**src/hdl/fcsma_pkg.sv**
```systemverilog
// Shared constants and control struct for the five-channel moving average core.
`default_nettype none

package fcsma_pkg;

   localparam int WINDOW_MAX_DEF  = 256;  // deepest window in records
   localparam int VALUE_WIDTH_DEF = 32;   // bits per price / volume value
   localparam int CHANNELS        = 5;    // open, close, high, low, volume

   // sequencer -> lane controls
   typedef struct packed {
      logic clear;     // empty the running sum
      logic load;      // latch new and oldest value into the serial shifters
      logic use_old;   // window was full: oldest value is subtracted
      logic upd_step;  // one bit of sum + new - old, LSB first
      logic div_load;  // seed divider from the updated sum
      logic div_step;  // one quotient bit, MSB first
   } lane_ctrl_type;

endpackage

`default_nettype wire

```
**src/hdl/fcsma_lane.sv**
```systemverilog
// One channel: running sum with bit-serial update and bit-serial divide by count.
`default_nettype none

module fcsma_lane
   import fcsma_pkg::*;
#(
   parameter int WINDOW_MAX  = WINDOW_MAX_DEF,
   parameter int VALUE_WIDTH = VALUE_WIDTH_DEF
) (
   input  wire logic                               clock,
   input  wire logic                               reset,
   input  wire lane_ctrl_type                      ctrl,
   input  wire logic [VALUE_WIDTH-1:0]             new_value,
   input  wire logic [VALUE_WIDTH-1:0]             old_value,
   input  wire logic [$clog2(WINDOW_MAX+1)-1:0]    count,
   output logic      [VALUE_WIDTH-1:0]             quotient
);

   localparam int PTR_W = $clog2(WINDOW_MAX);
   localparam int CNT_W = $clog2(WINDOW_MAX + 1);
   localparam int SUM_W = VALUE_WIDTH + PTR_W;

   logic [SUM_W-1:0]       sum_ff;
   logic [VALUE_WIDTH-1:0] new_sh_ff;
   logic [VALUE_WIDTH-1:0] old_sh_ff;
   logic [1:0]             carry_ff;   // two's complement, -1..1
   logic [CNT_W-1:0]       rem_ff;
   logic [VALUE_WIDTH-1:0] quo_ff;

   logic                   sub_bit;
   logic [2:0]             digit_in;   // two's complement, -2..3
   logic [1:0]             carry_in;
   logic [CNT_W:0]         trial;
   logic [CNT_W:0]         diff;
   logic                   fits;
   logic [CNT_W-1:0]       rem_in;

   // serial add/subtract: sum bit + new bit - old bit + carry
   always_comb begin
      sub_bit  = ctrl.use_old & old_sh_ff[0];
      digit_in = 3'(sum_ff[0]) + 3'(new_sh_ff[0]) - 3'(sub_bit) + {carry_ff[1], carry_ff};
      carry_in = digit_in[2:1];
   end

   // restoring divide step; remainder always stays below count
   always_comb begin
      trial  = {rem_ff, quo_ff[VALUE_WIDTH-1]};
      diff   = trial - {1'b0, count};
      fits   = (trial >= {1'b0, count});
      rem_in = fits ? diff[CNT_W-1:0] : trial[CNT_W-1:0];
   end

   always_ff @(posedge clock) begin
      if (reset) begin
         sum_ff <= '0;
      end else if (ctrl.clear) begin
         sum_ff <= '0;
      end else if (ctrl.upd_step) begin
         sum_ff <= {digit_in[0], sum_ff[SUM_W-1:1]};
      end
   end

   always_ff @(posedge clock) begin
      if (ctrl.load) begin
         new_sh_ff <= new_value;
         old_sh_ff <= old_value;
         carry_ff  <= '0;
      end else if (ctrl.upd_step) begin
         new_sh_ff <= new_sh_ff >> 1;
         old_sh_ff <= old_sh_ff >> 1;
         carry_ff  <= carry_in;
      end
   end

   // quotient fits VALUE_WIDTH bits, so the top PTR_W sum bits seed the remainder
   always_ff @(posedge clock) begin
      if (ctrl.div_load) begin
         rem_ff <= CNT_W'(sum_ff[SUM_W-1:VALUE_WIDTH]);
         quo_ff <= sum_ff[VALUE_WIDTH-1:0];
      end else if (ctrl.div_step) begin
         rem_ff <= rem_in;
         quo_ff <= {quo_ff[VALUE_WIDTH-2:0], fits};
      end
   end

   assign quotient = quo_ff;

endmodule

`default_nettype wire

```
**config.mk**
```make
export PLATFORM = sky130hd
export DESIGN_NAME = fcsma_lane
export DESIGN_NICKNAME = d
export VERILOG_FILES = /design/src/hdl/fcsma_pkg.sv /design/src/hdl/fcsma_lane.sv
export SDC_FILE = /design/constraint.sdc
export NUM_CORES = 1
export LEC_CHECK = 0
export BUFFER_PORTS_ARGS = -buffer_cell sky130_fd_sc_hd__buf_2
export CORE_MARGIN = 3
export CORE_UTILIZATION = 40
export CTS_BUF_LIST = sky130_fd_sc_hd__clkbuf_8
export DETAILED_ROUTE_END_ITERATION = 10
export GPL_TIMING_DRIVEN = 0
export HOLD_SLACK_MARGIN = 0.08
export PLACE_DENSITY = 0.65
export SLEW_MARGIN = 20
export SYNTH_ARGS = -nofsm -noshare
export SYNTH_HDL_FRONTEND = slang
export SYNTH_SLANG_ARGS = --single-unit
```
**constraint.sdc**
```tcl
create_clock -name clock -period 2.9 [get_ports clock]
set_clock_uncertainty 0.05 [all_clocks]
set_input_delay 0.145 -clock clock [delete_from_list [all_inputs] [get_ports clock]]
set_output_delay 0.145 -clock clock [all_outputs]
set_load 0.02 [all_outputs]
```
== Yosys cells after proc, flatten, opt, wreduce, memory -nomap -nowiden ==
Cells that the tools add are included.

* Add/subtract/negate cells: 4
* $mul: 0
* Div/mod/pow operators: 0
* $lt $le $gt $ge: 1
* Eq/ne operators: 0
* Shifts and indexed selects: 0
* Multiplexer cells: 9
* Bitwise operators: 1
* Reduce and logical (&&, ||, !) cells: 3

{| class="wikitable"
|+ Operators by type and width
! kind !! number
|-
| 32-bit two-way mux || 6
|-
| 8-bit two-way mux || 2
|-
| 10-bit by 9-bit greater-or-equal comparator with 1-bit output || 1
|-
| 9-bit two-way mux || 1
|-
| 9-bit subtractor || 1
|-
| 2-bit nonzero test || 2
|-
| 3-bit adder || 1
|-
| 2-bit by 1-bit subtractor with 3-bit output || 1
|-
| 1-bit by 1-bit adder with 2-bit output || 1
|-
| 2-bit OR reduction || 1
|-
| 1-bit bitwise AND || 1
|}

* Flip-flop bits (word level): 147
* Bits in latches: 0
* Memory bits (writable): 0
* ROM bits: 0
* Input port bits: 81
* Logic and storage cells: 25
* Memories: 0

== Longest topological paths before layout ==
Gate-level depths: netlist of the first run.

* Word-level depth: 4
* Mapped depth: 10

== Worst setup path after synthesis of the first run ==
Ideal clock, no wire load.

* Path kind: reg2reg
* Start point: register quo_ff[31] (netlist: quotient[31])
* End point: register rem_ff[4], data pin
* Setup time: 0.260 ns
* Arrival: 2.379 ns
* Data required time: 2.590 ns
* Setup slack: 0.212 ns
* Cell stages (with the launch flop): 10
* Path buffers: 0
* Clock period less this slack: 2.688 ns
* Cell sequence: edfxtp_1 > inv_1 > ha_1 > inv_1 > fa_1 > a211oi_2 > o21ai_2 > a31oi_4 > mux2_1 > mux2_2

* Word-level cells in the longest chain between the ends: 4

{| class="wikitable"
|+ RTL lines
! element !! RTL line !! RTL
|-
| start: declaration || fcsma_lane.sv:28 || <nowiki>logic [VALUE_WIDTH-1:0] quo_ff;</nowiki>
|-
| start signal: assignment || fcsma_lane.sv:79 || <nowiki>quo_ff <= sum_ff[VALUE_WIDTH-1:0];</nowiki>
|-
| start signal: assignment || fcsma_lane.sv:82 || <nowiki>quo_ff <= {quo_ff[VALUE_WIDTH-2:0], fits};</nowiki>
|-
| 9-bit subtractor / 10-bit by 9-bit greater-or-equal comparator with 1-bit output (equally long branches) || fcsma_lane.sv:48, fcsma_lane.sv:49 ||
|-
| 9-bit two-way mux (*) || fcsma_lane.sv:50 || <nowiki>rem_in = fits ? diff[CNT_W-1:0] : trial[CNT_W-1:0];</nowiki>
|-
| 8-bit two-way mux (*) || fcsma_lane.sv:80 || <nowiki>end else if (ctrl.div_step) begin</nowiki>
|-
| 8-bit two-way mux (*) || fcsma_lane.sv:77 || <nowiki>if (ctrl.div_load) begin</nowiki>
|-
| end signal: assignment || fcsma_lane.sv:78 || <nowiki>rem_ff <= CNT_W'(sum_ff[SUM_W-1:VALUE_WIDTH]);</nowiki>
|-
| end signal: assignment || fcsma_lane.sv:81 || <nowiki>rem_ff <= rem_in;</nowiki>
|-
| end: declaration || fcsma_lane.sv:27 || <nowiki>logic [CNT_W-1:0] rem_ff;</nowiki>
|}

Mark *: on every way between the ends. The rest lies on a longest branch, timed or not. The select of a mux whose other input is x is not followed.
A chain may end at the register's enable or synchronous reset.

== Worst setup path after layout of the first run ==
Ends and elaborated chain as after synthesis.

==> flow_summary.json, run 1 <==
{
  "cts.sinks": 147,
  "die_h_um": 134,
  "routed_wl_um": 13300,
  "grt_max_degree": 65,
  "numPortBuffers": 109,
  "clock_path_buffers": 2,
  "async_flop_share": 0,
  "layout_min_cycle_time_ns": 2.75,
  "synth_seq_cells": 147,
  "ys_warn_count": 0,
  "critical_path_arrival_ns": 2.90,
  "fillCellCount": 1326,
  "yosysTopAreaCellShare": 0.478,
  "antenna_found_initial": 0,
  "gp_congestion": 0.775,
  "crit_buf_inv": 2,
  "layout-drive-gt1-share": 0.380,
  "slew_viol_final": 0,
  "hpwl_um": 8870,
  "fmax_ghz": 0.364,
  "cts_max_level": 4,
  "path_delay_family": "compound AO/OA/AOI/OAI gates",
  "avgSynthCellArea_um2": 14.3,
  "finalCritPeriodShare": 0.948,
  "dp.cells": 781,
  "area_delta_synth_final_pct": 29.1,
  "layout_setup_ws_ns": 0.152,
  "holdWs_ns": 0.138,
  "cp-end-kind": "flop",
  "netlist_top_cells_area": "edfxtp_1 (48%), mux2_2 (16%), dfxtp_1 (13%)",
  "worstPathMaxFanout": 4,
  "crit_path_start_kind": "flop",
  "clkTransAtPathRegs_ns": 0.09,
  "status": "finished clean",
  "vias_per_cell": 4.80,
  "grt_setup_unrepaired": "no",
  "cp_cell_sequence": "inv_1, ha_1, inv_1, fa_2, a211oi_4, o21ai_2, a31oi_4, mux2_1, mux2_2",
  "cts_tree": "yes",
  "numCtsBuffers": 17,
  "synth_largest_area_cell": "edfxtp_1",
  "final_cell_mix": "buf_2 (112), edfxtp_1 (104), mux2_2 (95)",
  "initial_core_util": 0.410,
  "drt_drc_violations_left": 0,
  "n_antenna_cell": 0,
  "power_leakage_nw": 3.46,
  "tightest_slew_ns": 0.980,
  "wl_per_cell_um": 15.1,
  "synth_edf_count": 104,
  "layout.nets": 745,
  "drt_iter0_drc": 157,
  "syn_area_mm2": 0.00653,
  "critPathKind": "flop to flop",
  "globalRouteTotalUtil": 0.155,
  "core_region_area_mm2": 0.0159,
  "ant_nets": 0,
  "die-area_mm2": 0.0179,
  "powerDensity_mw_per_mm2": 609,
  "slowest_stage": "edfxtp_1",
  "synthCells": 456,
  "gr-total-overflow": 0,
  "hold_violations": 0,
  "final_common_cell": "buf_2",
  "slew_headroom": 0.346,
  "ys_seq_area_frac": 0.610,
  "required_ns": 3.05,
  "clkLatencyLatePin_ns": 0.44,
  "cpMostUsedCell": "inv_1",
  "maxCapViolations": 0,
  "setup_viol": 0,
  "rows": 46,
  "power_mw": 5.13,
  "first_pass_iters": 4,
  "setup_tns_ns": 0,
  "slowest_delay_ns": 0.39,
  "mappedNetlistNets": 550,
  "root_buffer": "clkbuf_8",
  "io_pins": 113,
  "pre_cts_slack_ns": 0.0944,
  "synth.distinct_cells": 53,
  "die_w_um": 134,
  "grt_pass1_vias": 4650,
  "ys.flop_type": "edfxtp_1",
  "grt_pass1_wl_um": 22300,
  "num_vias": 4220,
  "hold_class": "input pin to flop",
  "stdcell_count": 880,
  "peakVddDrop_mv": 0.401
}
metal layers:
layer / GRT usage / share of wire / up-vias
li1: - / - / 2075
met1: 0.191 / 0.45 / 2026
met2: 0.258 / 0.49 / 106
met3: 0.0487 / 0.053 / 13
met4: 0.0549 / 0.011 / 0
met5: 0 / 0 / -
where the power goes:
| group | leakage, nW | switching (mW) | internal [mW] |
|---|---|---|---|
| combinational | 1.82 | 0.478 | 0.471 |
| clock | 0.207 | 0.860 | 0.792 |
| sequential | 1.44 | 0.0737 | 2.46 |
kinds of logic after synthesis:
family | count (synthesis) | synth area share
AOI/OAI and AO/OA | 33 | 0.0416
xor gates and xnor gates | 3 | 0.00403
adders and majority gates | 13 | 0.0284
buffers and inverters | 41 | 0.0264
DFF | 147 | 0.610
muxes | 141 | 0.235
and+or+nand+nor | 78 | 0.0548
per-stage QoR:
| step | instance area (um^2) | utilization |
|---|---|---|
| global route | 8430 | 0.529 |
| detailed placement | 7350 | 0.461 |
| CTS | 8400 | 0.527 |
| global placement | 7340 | 0.461 |
| finish | 8430 | 0.529 |
| floorplan | 6530 | - |
state kept, by name (all words and copies together), names as in the netlist:
name	flops
sum_ff	40
new_sh_ff	32
old_sh_ff	32
quotient	32
rem_ff	9
carry_ff	2
worst reg2reg max path: stages (launching register included):
cell and delay [ns]:
edfxtp_1 0.39, inv_1 0.09, ha_1 0.17, inv_1 0.06, fa_2 0.38, a211oi_4 0.30, o21ai_2 0.14, a31oi_4 0.30
mux2_1 0.36, mux2_2 0.26
synth_stat cells, types with 2 or more instances:
master,number
edfxtp_1,104
mux2_2,95
nor2_1,49
mux2i_1,45
dfxtp_1,43
inv_1,17
clkbuf_1,15
ha_1,10
nand2_1,6
a21oi_1,5
a211oi_1,4
buf_1,4
nor2b_1,4
and2_1,3
buf_2,3
fa_1,3
o21ai_1,3
or2_2,3
buf_6,2
nand4_1,2
nor3_1,2
o21ai_0,2
xnor2_1,2
path summary, 6_finish.rpt:
check	from	endpoint	slack [ns]	cells after the start
setup / recovery	quotient[31]	rem_ff[4]	0.15	9
hold / removal	ctrl[2]	sum_ff[2]	0.14	3
setup reg to reg	quotient[31]	rem_ff[4]	0.15	9
hold reg to reg	carry_ff[1]	carry_ff[1]	0.44	2
final cells by class:
class | instances | area [um^2] | share of cell area
Sequential cell | 147 | 3980 | 0.473
Inverter | 17 | 63.8 | 0.00757
Multi-Input combinational cell | 268 | 2380 | 0.283
Clock inverter | 15 | 173 | 0.0205
Clock buffer | 17 | 234 | 0.0278
Timing Repair Buffer | 176 | 1210 | 0.144
Tap cell | 216 | 270 | 0.0321
Buffer | 24 | 109 | 0.0129
repair_timing:
item | CTS | global route
hold buffers | 65 | 0
resized for setup | 0 | 2
endpoints found under the setup margin | 0 | 3
endpoints found under the hold margin | 65 | 0
setup buffers | 0 | 2
Note: power is estimated with default switching activity, not from simulation.
==> run 2, diff against run 1 <==
ABC_AREA = 1   (was unset)
==> run 2 against run 1 <==
Critical endpoint is now rem_ff[8]. Via count increased by 29%. First-iteration DRC count increased by 57%. Worst setup slack improved by 0.22 ns. Largest power group unchanged. Wire length increased by 12%. Synthesized cell count increased by 66%. Non-clock buffer count increased by 17. Critical path type unchanged. Clock-buffer cell count unchanged. Maximum frequency increased by 8.6%. Register-to-register slack improved by 0.22 ns.
==> flow_summary.json, run 2 <==
{
  "cts_tree": "yes",
  "path_delay_family": "simple AND/OR/NAND/NOR gates",
  "root_buffer": "clkbuf_8",
  "slew_headroom": 0.629,
  "wl_per_cell_um": 12.5,
  "io_pins": 113,
  "slowest_stage": "dlygate4sd3_1",
  "numPortBuffers": 110,
  "finalCritPeriodShare": 0.873,
  "core_region_area_mm2": 0.0160,
  "netlist_top_cells_area": "edfxtp_1 (47%), nand2_1 (24%), dfxtp_1 (13%)",
  "grt_pass1_wl_um": 25100,
  "ys_warn_count": 0,
  "gr-total-overflow": 0,
  "avgSynthCellArea_um2": 8.71,
  "cp-end-kind": "flop",
  "yosys-top-cells-count": "nand2_1 (428), edfxtp_1 (104), a21oi_1 (43), dfxtp_1 (43), inv_1 (38)",
  "setup_tns_ns": 0,
  "synth_edf_count": 104,
  "async_flop_share": 0,
  "ant_nets": 0,
  "reg2reg_from": "quotient[31]",
  "ctsResizeCount": 0,
  "clkLatencyLatePin_ns": 0.45,
  "drt_iter0_drc": 247,
  "fmax_ghz": 0.395,
  "synth.distinct_cells": 25,
  "synth_largest_area_cell": "edfxtp_1",
  "tightest_slew_ns": 0.557,
  "r2r-end": "rem_ff[8]",
  "layout-drive-gt1-share": 0.161,
  "clock_path_buffers": 2,
  "largest_register_ffs": 40,
  "antenna_found_initial": 0,
  "yosysTopAreaCellShare": 0.473,
  "rrSetupSlack_ns": 0.37,
  "die_h_um": 135,
  "fin_area_mm2": 0.00858,
  "required_ns": 3.24,
  "hold_violations": 0,
  "first_pass_iters": 5,
  "powerDensity_mw_per_mm2": 640,
  "routed_wl_um": 14900,
  "area_delta_synth_final_pct": 29.9,
  "grt_pass1_vias": 5368,
  "power_mw": 5.49,
  "power_leakage_nw": 3.96,
  "whs_path_depth": 4,
  "setup_viol": 0,
  "critPathKind": "flop to flop",
  "slew_viol_final": 0,
  "hold_end": "quotient[0]",
  "mappedNetlistNets": 853,
  "synth_seq_cells": 147,
  "layout_min_cycle_time_ns": 2.53,
  "final_cell_mix": "nand2_1 (426), buf_2 (111), edfxtp_1 (104)",
  "final_common_cell": "nand2_1",
  "num_vias": 5454,
  "layout_setup_ws_ns": 0.369,
  "drt_drc_violations_left": 0,
  "ys_seq_area_frac": 0.603,
  "rows": 46,
  "globalRouteTotalUtil": 0.172,
  "min_from": "ctrl[1]",
  "status": "finished clean",
  "worstPathMaxFanout": 10,
  "vias_per_cell": 4.60,
  "cts.sinks": 147,
  "cpMostUsedCell": "nand2_1",
  "critical_path_arrival_ns": 2.87,
  "layout.nets": 1051,
  "maxCapViolations": 0,
  "place_area_mm2": 0.00749,
  "synthMostInstantiatedCell": "nand2_1",
  "initial_core_util": 0.413,
  "ys.flop_type": "edfxtp_1",
  "pre_cts_slack_ns": 0.688,
  "synthCells": 759,
  "r2r_cells": 12,
  "die_w_um": 135,
  "cp_cell_sequence": "inv_1, ha_1, inv_1, fa_1, nand2_1, nand3_1, nand2_4, nand2_8, nand2_1, nand3_1, nand2_1, dlygate4sd3_1",
  "peakVddDrop_mv": 0.272,
  "crit_path_start_kind": "flop",
  "grt_max_degree": 55,
  "gp_congestion": 0.814,
  "hpwl_um": 9760,
  "regMostFlops": "sum_ff",
  "numCtsBuffers": 17,
  "die-area_mm2": 0.0181,
  "n_antenna_cell": 0,
  "grt_setup_unrepaired": "no",
  "slowest_delay_ns": 0.54,
  "crit_buf_inv": 3,
  "clkTransAtPathRegs_ns": 0.09,
  "syn_area_mm2": 0.00661,
  "hold_class": "input pin to flop",
  "cts_max_level": 4
}
[run 2: cell types whose count changed after synthesis, sizes merged, moves of 21 or more]
cell   change
a21oi     +38
mux2      -96
inv       +21
mux2i     -45
nand2    +428
nor2      -42
[run 2: worst max-delay path by stage]
stage                    endpoint          from  cells past startpoint
floorplan            new_sh_ff[0]       ctrl[2]                      4
global placement    new_sh_ff[26]       ctrl[2]                      4
global route            rem_ff[8]  quotient[31]                     12
finish                  rem_ff[8]  quotient[31]                     12
detailed placement      rem_ff[7]  quotient[31]                     12
CTS                     rem_ff[8]  quotient[31]                     12
[run 2: through the flow]
stage               hold WS (ns)   util  std cells
floorplan                  0.268      -        759
global placement           0.356  0.464       1085
detailed placement         0.354  0.468       1087
CTS                        0.167  0.536       1186
global route               0.192  0.536       1186
finish                     0.194  0.536       1186
[run 2: tightest hold or removal path, stage by stage]
cell	delay, ns
buf_2	0.16
clkinv_1	0.16
nand2_4	0.08
nand2_1	0.05
[run 2: what timing repair did]
item	in CTS	in global routing
setup endpoints to repair	0	0
buffers inserted	0	0
endpoints found under the hold margin	66	0
hold buffers	67	0
[run 2: layer usage]
metal,global-route usage,wire length (um)
met3,0.0488,966
met2,0.278,6960
met4,0.0554,179
met1,0.224,6770
met5,0,0
[run 2: kinds of logic (layout without fill, tap and decap cells)]
kind of cell,after synthesis,count (layout),synth area share
compound gates,45,45,0.0341
xor+xnor,3,3,0.00398
flops,147,147,0.603
simple gates,473,473,0.285
buf+inv,78,289,0.0456
fa+ha+maj,13,13,0.0280
[run 2: power breakdown]
part	internal [mW]	switching (mW)
logic	0.504	0.719
registers	2.49	0.0876
clock network	0.861	0.830
total	3.85	1.64
[run 2: final cells by class]
type                    count  area [um^2]
clock buffers              17          234
repair buffers            179         1280
flip-flops and latches    147         3980
well taps                 216          270
plain buffers              38          151
inverters                  40          150
clock inverters            15          183
multi-input cells         534         2330
fillers                  1518         7420
==> run 3, diff against run 2 <==
CTS_BUF_LIST = unset   (was sky130_fd_sc_hd__clkbuf_8)
==> run 3 against run 2 <==
Worst setup slack got worse by 0.0094 ns. Clock-buffer cell count is 2 higher. Sequential power hardly changed. Final cell count unchanged. Combinational power about the same. Sequential share of layout area decreased by 0.99 points. Via count is 0.95% higher. Sequential cell count unchanged. Die area stayed put. Register-to-register slack hardly changed.
==> flow_summary.json, run 3 (synthesis gave the netlist of run 2 again) <==
{
  "holdWs_ns": 0.224,
  "wl_per_cell_um": 12.6,
  "critPathKind": "flop to flop",
  "place_area_mm2": 0.00749,
  "clkTransAtPathRegs_ns": 0.06,
  "ctsResizeCount": 0,
  "powerDensity_mw_per_mm2": 689,
  "tightest_slew_ns": 0.550,
  "numCtsBuffers": 17,
  "path_delay_family": "simple AND/OR/NAND/NOR gates",
  "area_delta_synth_final_pct": 32.7,
  "regMostFlops": "sum_ff",
  "power_leakage_nw": 4.04,
  "first_pass_iters": 5,
  "cp-end-kind": "flop",
  "layout-drive-gt1-share": 0.161,
  "numPortBuffers": 110,
  "die_w_um": 135,
  "clock_path_buffers": 2,
  "n_antenna_cell": 0,
  "maxCapViolations": 0,
  "final_common_cell": "nand2_1",
  "grt_pass1_wl_um": 25300,
  "setup_viol": 0,
  "grt_max_degree": 55,
  "routed_wl_um": 15000,
  "peakVddDrop_mv": 0.404,
  "cp_cell_sequence": "inv_1, ha_1, inv_1, fa_1, nand2_1, nand3_1, nand2_4, nand2_8, nand2_1, nand3_1, nand2_1, dlygate4sd3_1",
  "critical_path_arrival_ns": 2.85,
  "finalCritPeriodShare": 0.876,
  "die-area_mm2": 0.0181,
  "crit_path_start_kind": "flop",
  "fin_area_mm2": 0.00877,
  "core_region_area_mm2": 0.0160,
  "drt_drc_violations_left": 0,
  "rows": 46,
  "rrSetupSlack_ns": 0.36,
  "cts_tree": "yes",
  "gp_congestion": 0.814,
  "clkLatencyLatePin_ns": 0.42,
  "setup_tns_ns": 0,
  "io_pins": 113,
  "slew_headroom": 0.632,
  "grt_setup_unrepaired": "no",
  "hpwl_um": 9760,
  "layout.nets": 1051,
  "vias_per_cell": 4.64,
  "gr-total-overflow": 0,
  "layout_min_cycle_time_ns": 2.54,
  "initial_core_util": 0.413,
  "worstPathMaxFanout": 10,
  "root_buffer": "clkbuf_16",
  "hold_violations": 0,
  "slew_viol_final": 0,
  "slowest_delay_ns": 0.54,
  "hold_class": "input pin to flop",
  "ant_nets": 0,
  "grt_pass1_vias": 5358,
  "largest_register_ffs": 40,
  "num_vias": 5506,
  "required_ns": 3.21,
  "cts_max_level": 4,
  "crit_buf_inv": 3,
  "final_cell_mix": "nand2_1 (426), buf_2 (111), edfxtp_1 (104)",
  "status": "finished clean",
  "fmax_ghz": 0.394,
  "slowest_stage": "dlygate4sd3_1",
  "layout_setup_ws_ns": 0.359,
  "drt_iter0_drc": 267,
  "antenna_found_initial": 0,
  "cpMostUsedCell": "nand2_1",
  "cts.sinks": 147,
  "pre_cts_slack_ns": 0.688,
  "final_util": 0.548,
  "globalRouteTotalUtil": 0.173,
  "die_h_um": 135
}
-- run 3: cell types whose count changed in the layout (fill, tap and decap cells not counted), sizes merged --
| cell | previous run | this run |
|---|---|---|
| clkbuf | 51 | 53 |
| bufinv | 3 | 2 |
| inv | 43 | 42 |
-- run 3: through the flow --
step | power, mW | cells
floorplan | 3.45 | 759
CTS | 6.08 | 1186
finish | 6.04 | 1186
global route | 6.36 | 1186
detailed placement | 3.77 | 1087
global placement | 3.74 | 1085
-- run 3: where the power goes --
group	switching [mW]	internal, mW	total (mW)
clock network	0.901	1.33	2.23
registers	0.0879	2.49	2.58
logic	0.722	0.504	1.23
-- run 3: final cells by class --
type	instances	area [um^2]
Multi-Input combinational cell	534	2330
Inverter	40	150
Clock inverter	13	149
Timing Repair Buffer	179	1280
Buffer	38	151
Clock buffer	19	454
Sequential cell	147	3980
Fill cell	1489	7230
Tap cell	216	270
-- run 3: path summary, 6_finish.rpt --
kind,from,endpoint,depth (start not counted)
max,quotient[31],rem_ff[8],12
min,ctrl[1],quotient[0],4
max reg2reg,quotient[31],rem_ff[8],12
min reg2reg,sum_ff[7],sum_ff[7],2
-- run 3: worst min-delay path: stages --
cell      delay (ns)
buf_2           0.16
clkinv_1        0.16
nand2_4         0.08
nand2_1         0.05
-- run 3: routing by layer --
layer	vias up	global-route usage	part of all wire
li1	2823	-	-
met5	-	0	0
met2	160	0.278	0.46
met3	19	0.0522	0.064
met1	2504	0.227	0.46
met4	0	0.0537	0.014
-- run 3: timing repair --
item,in CTS,in global routing
setup buffers,0,0
hold buffers,67,0
endpoints found under the hold margin,66,0
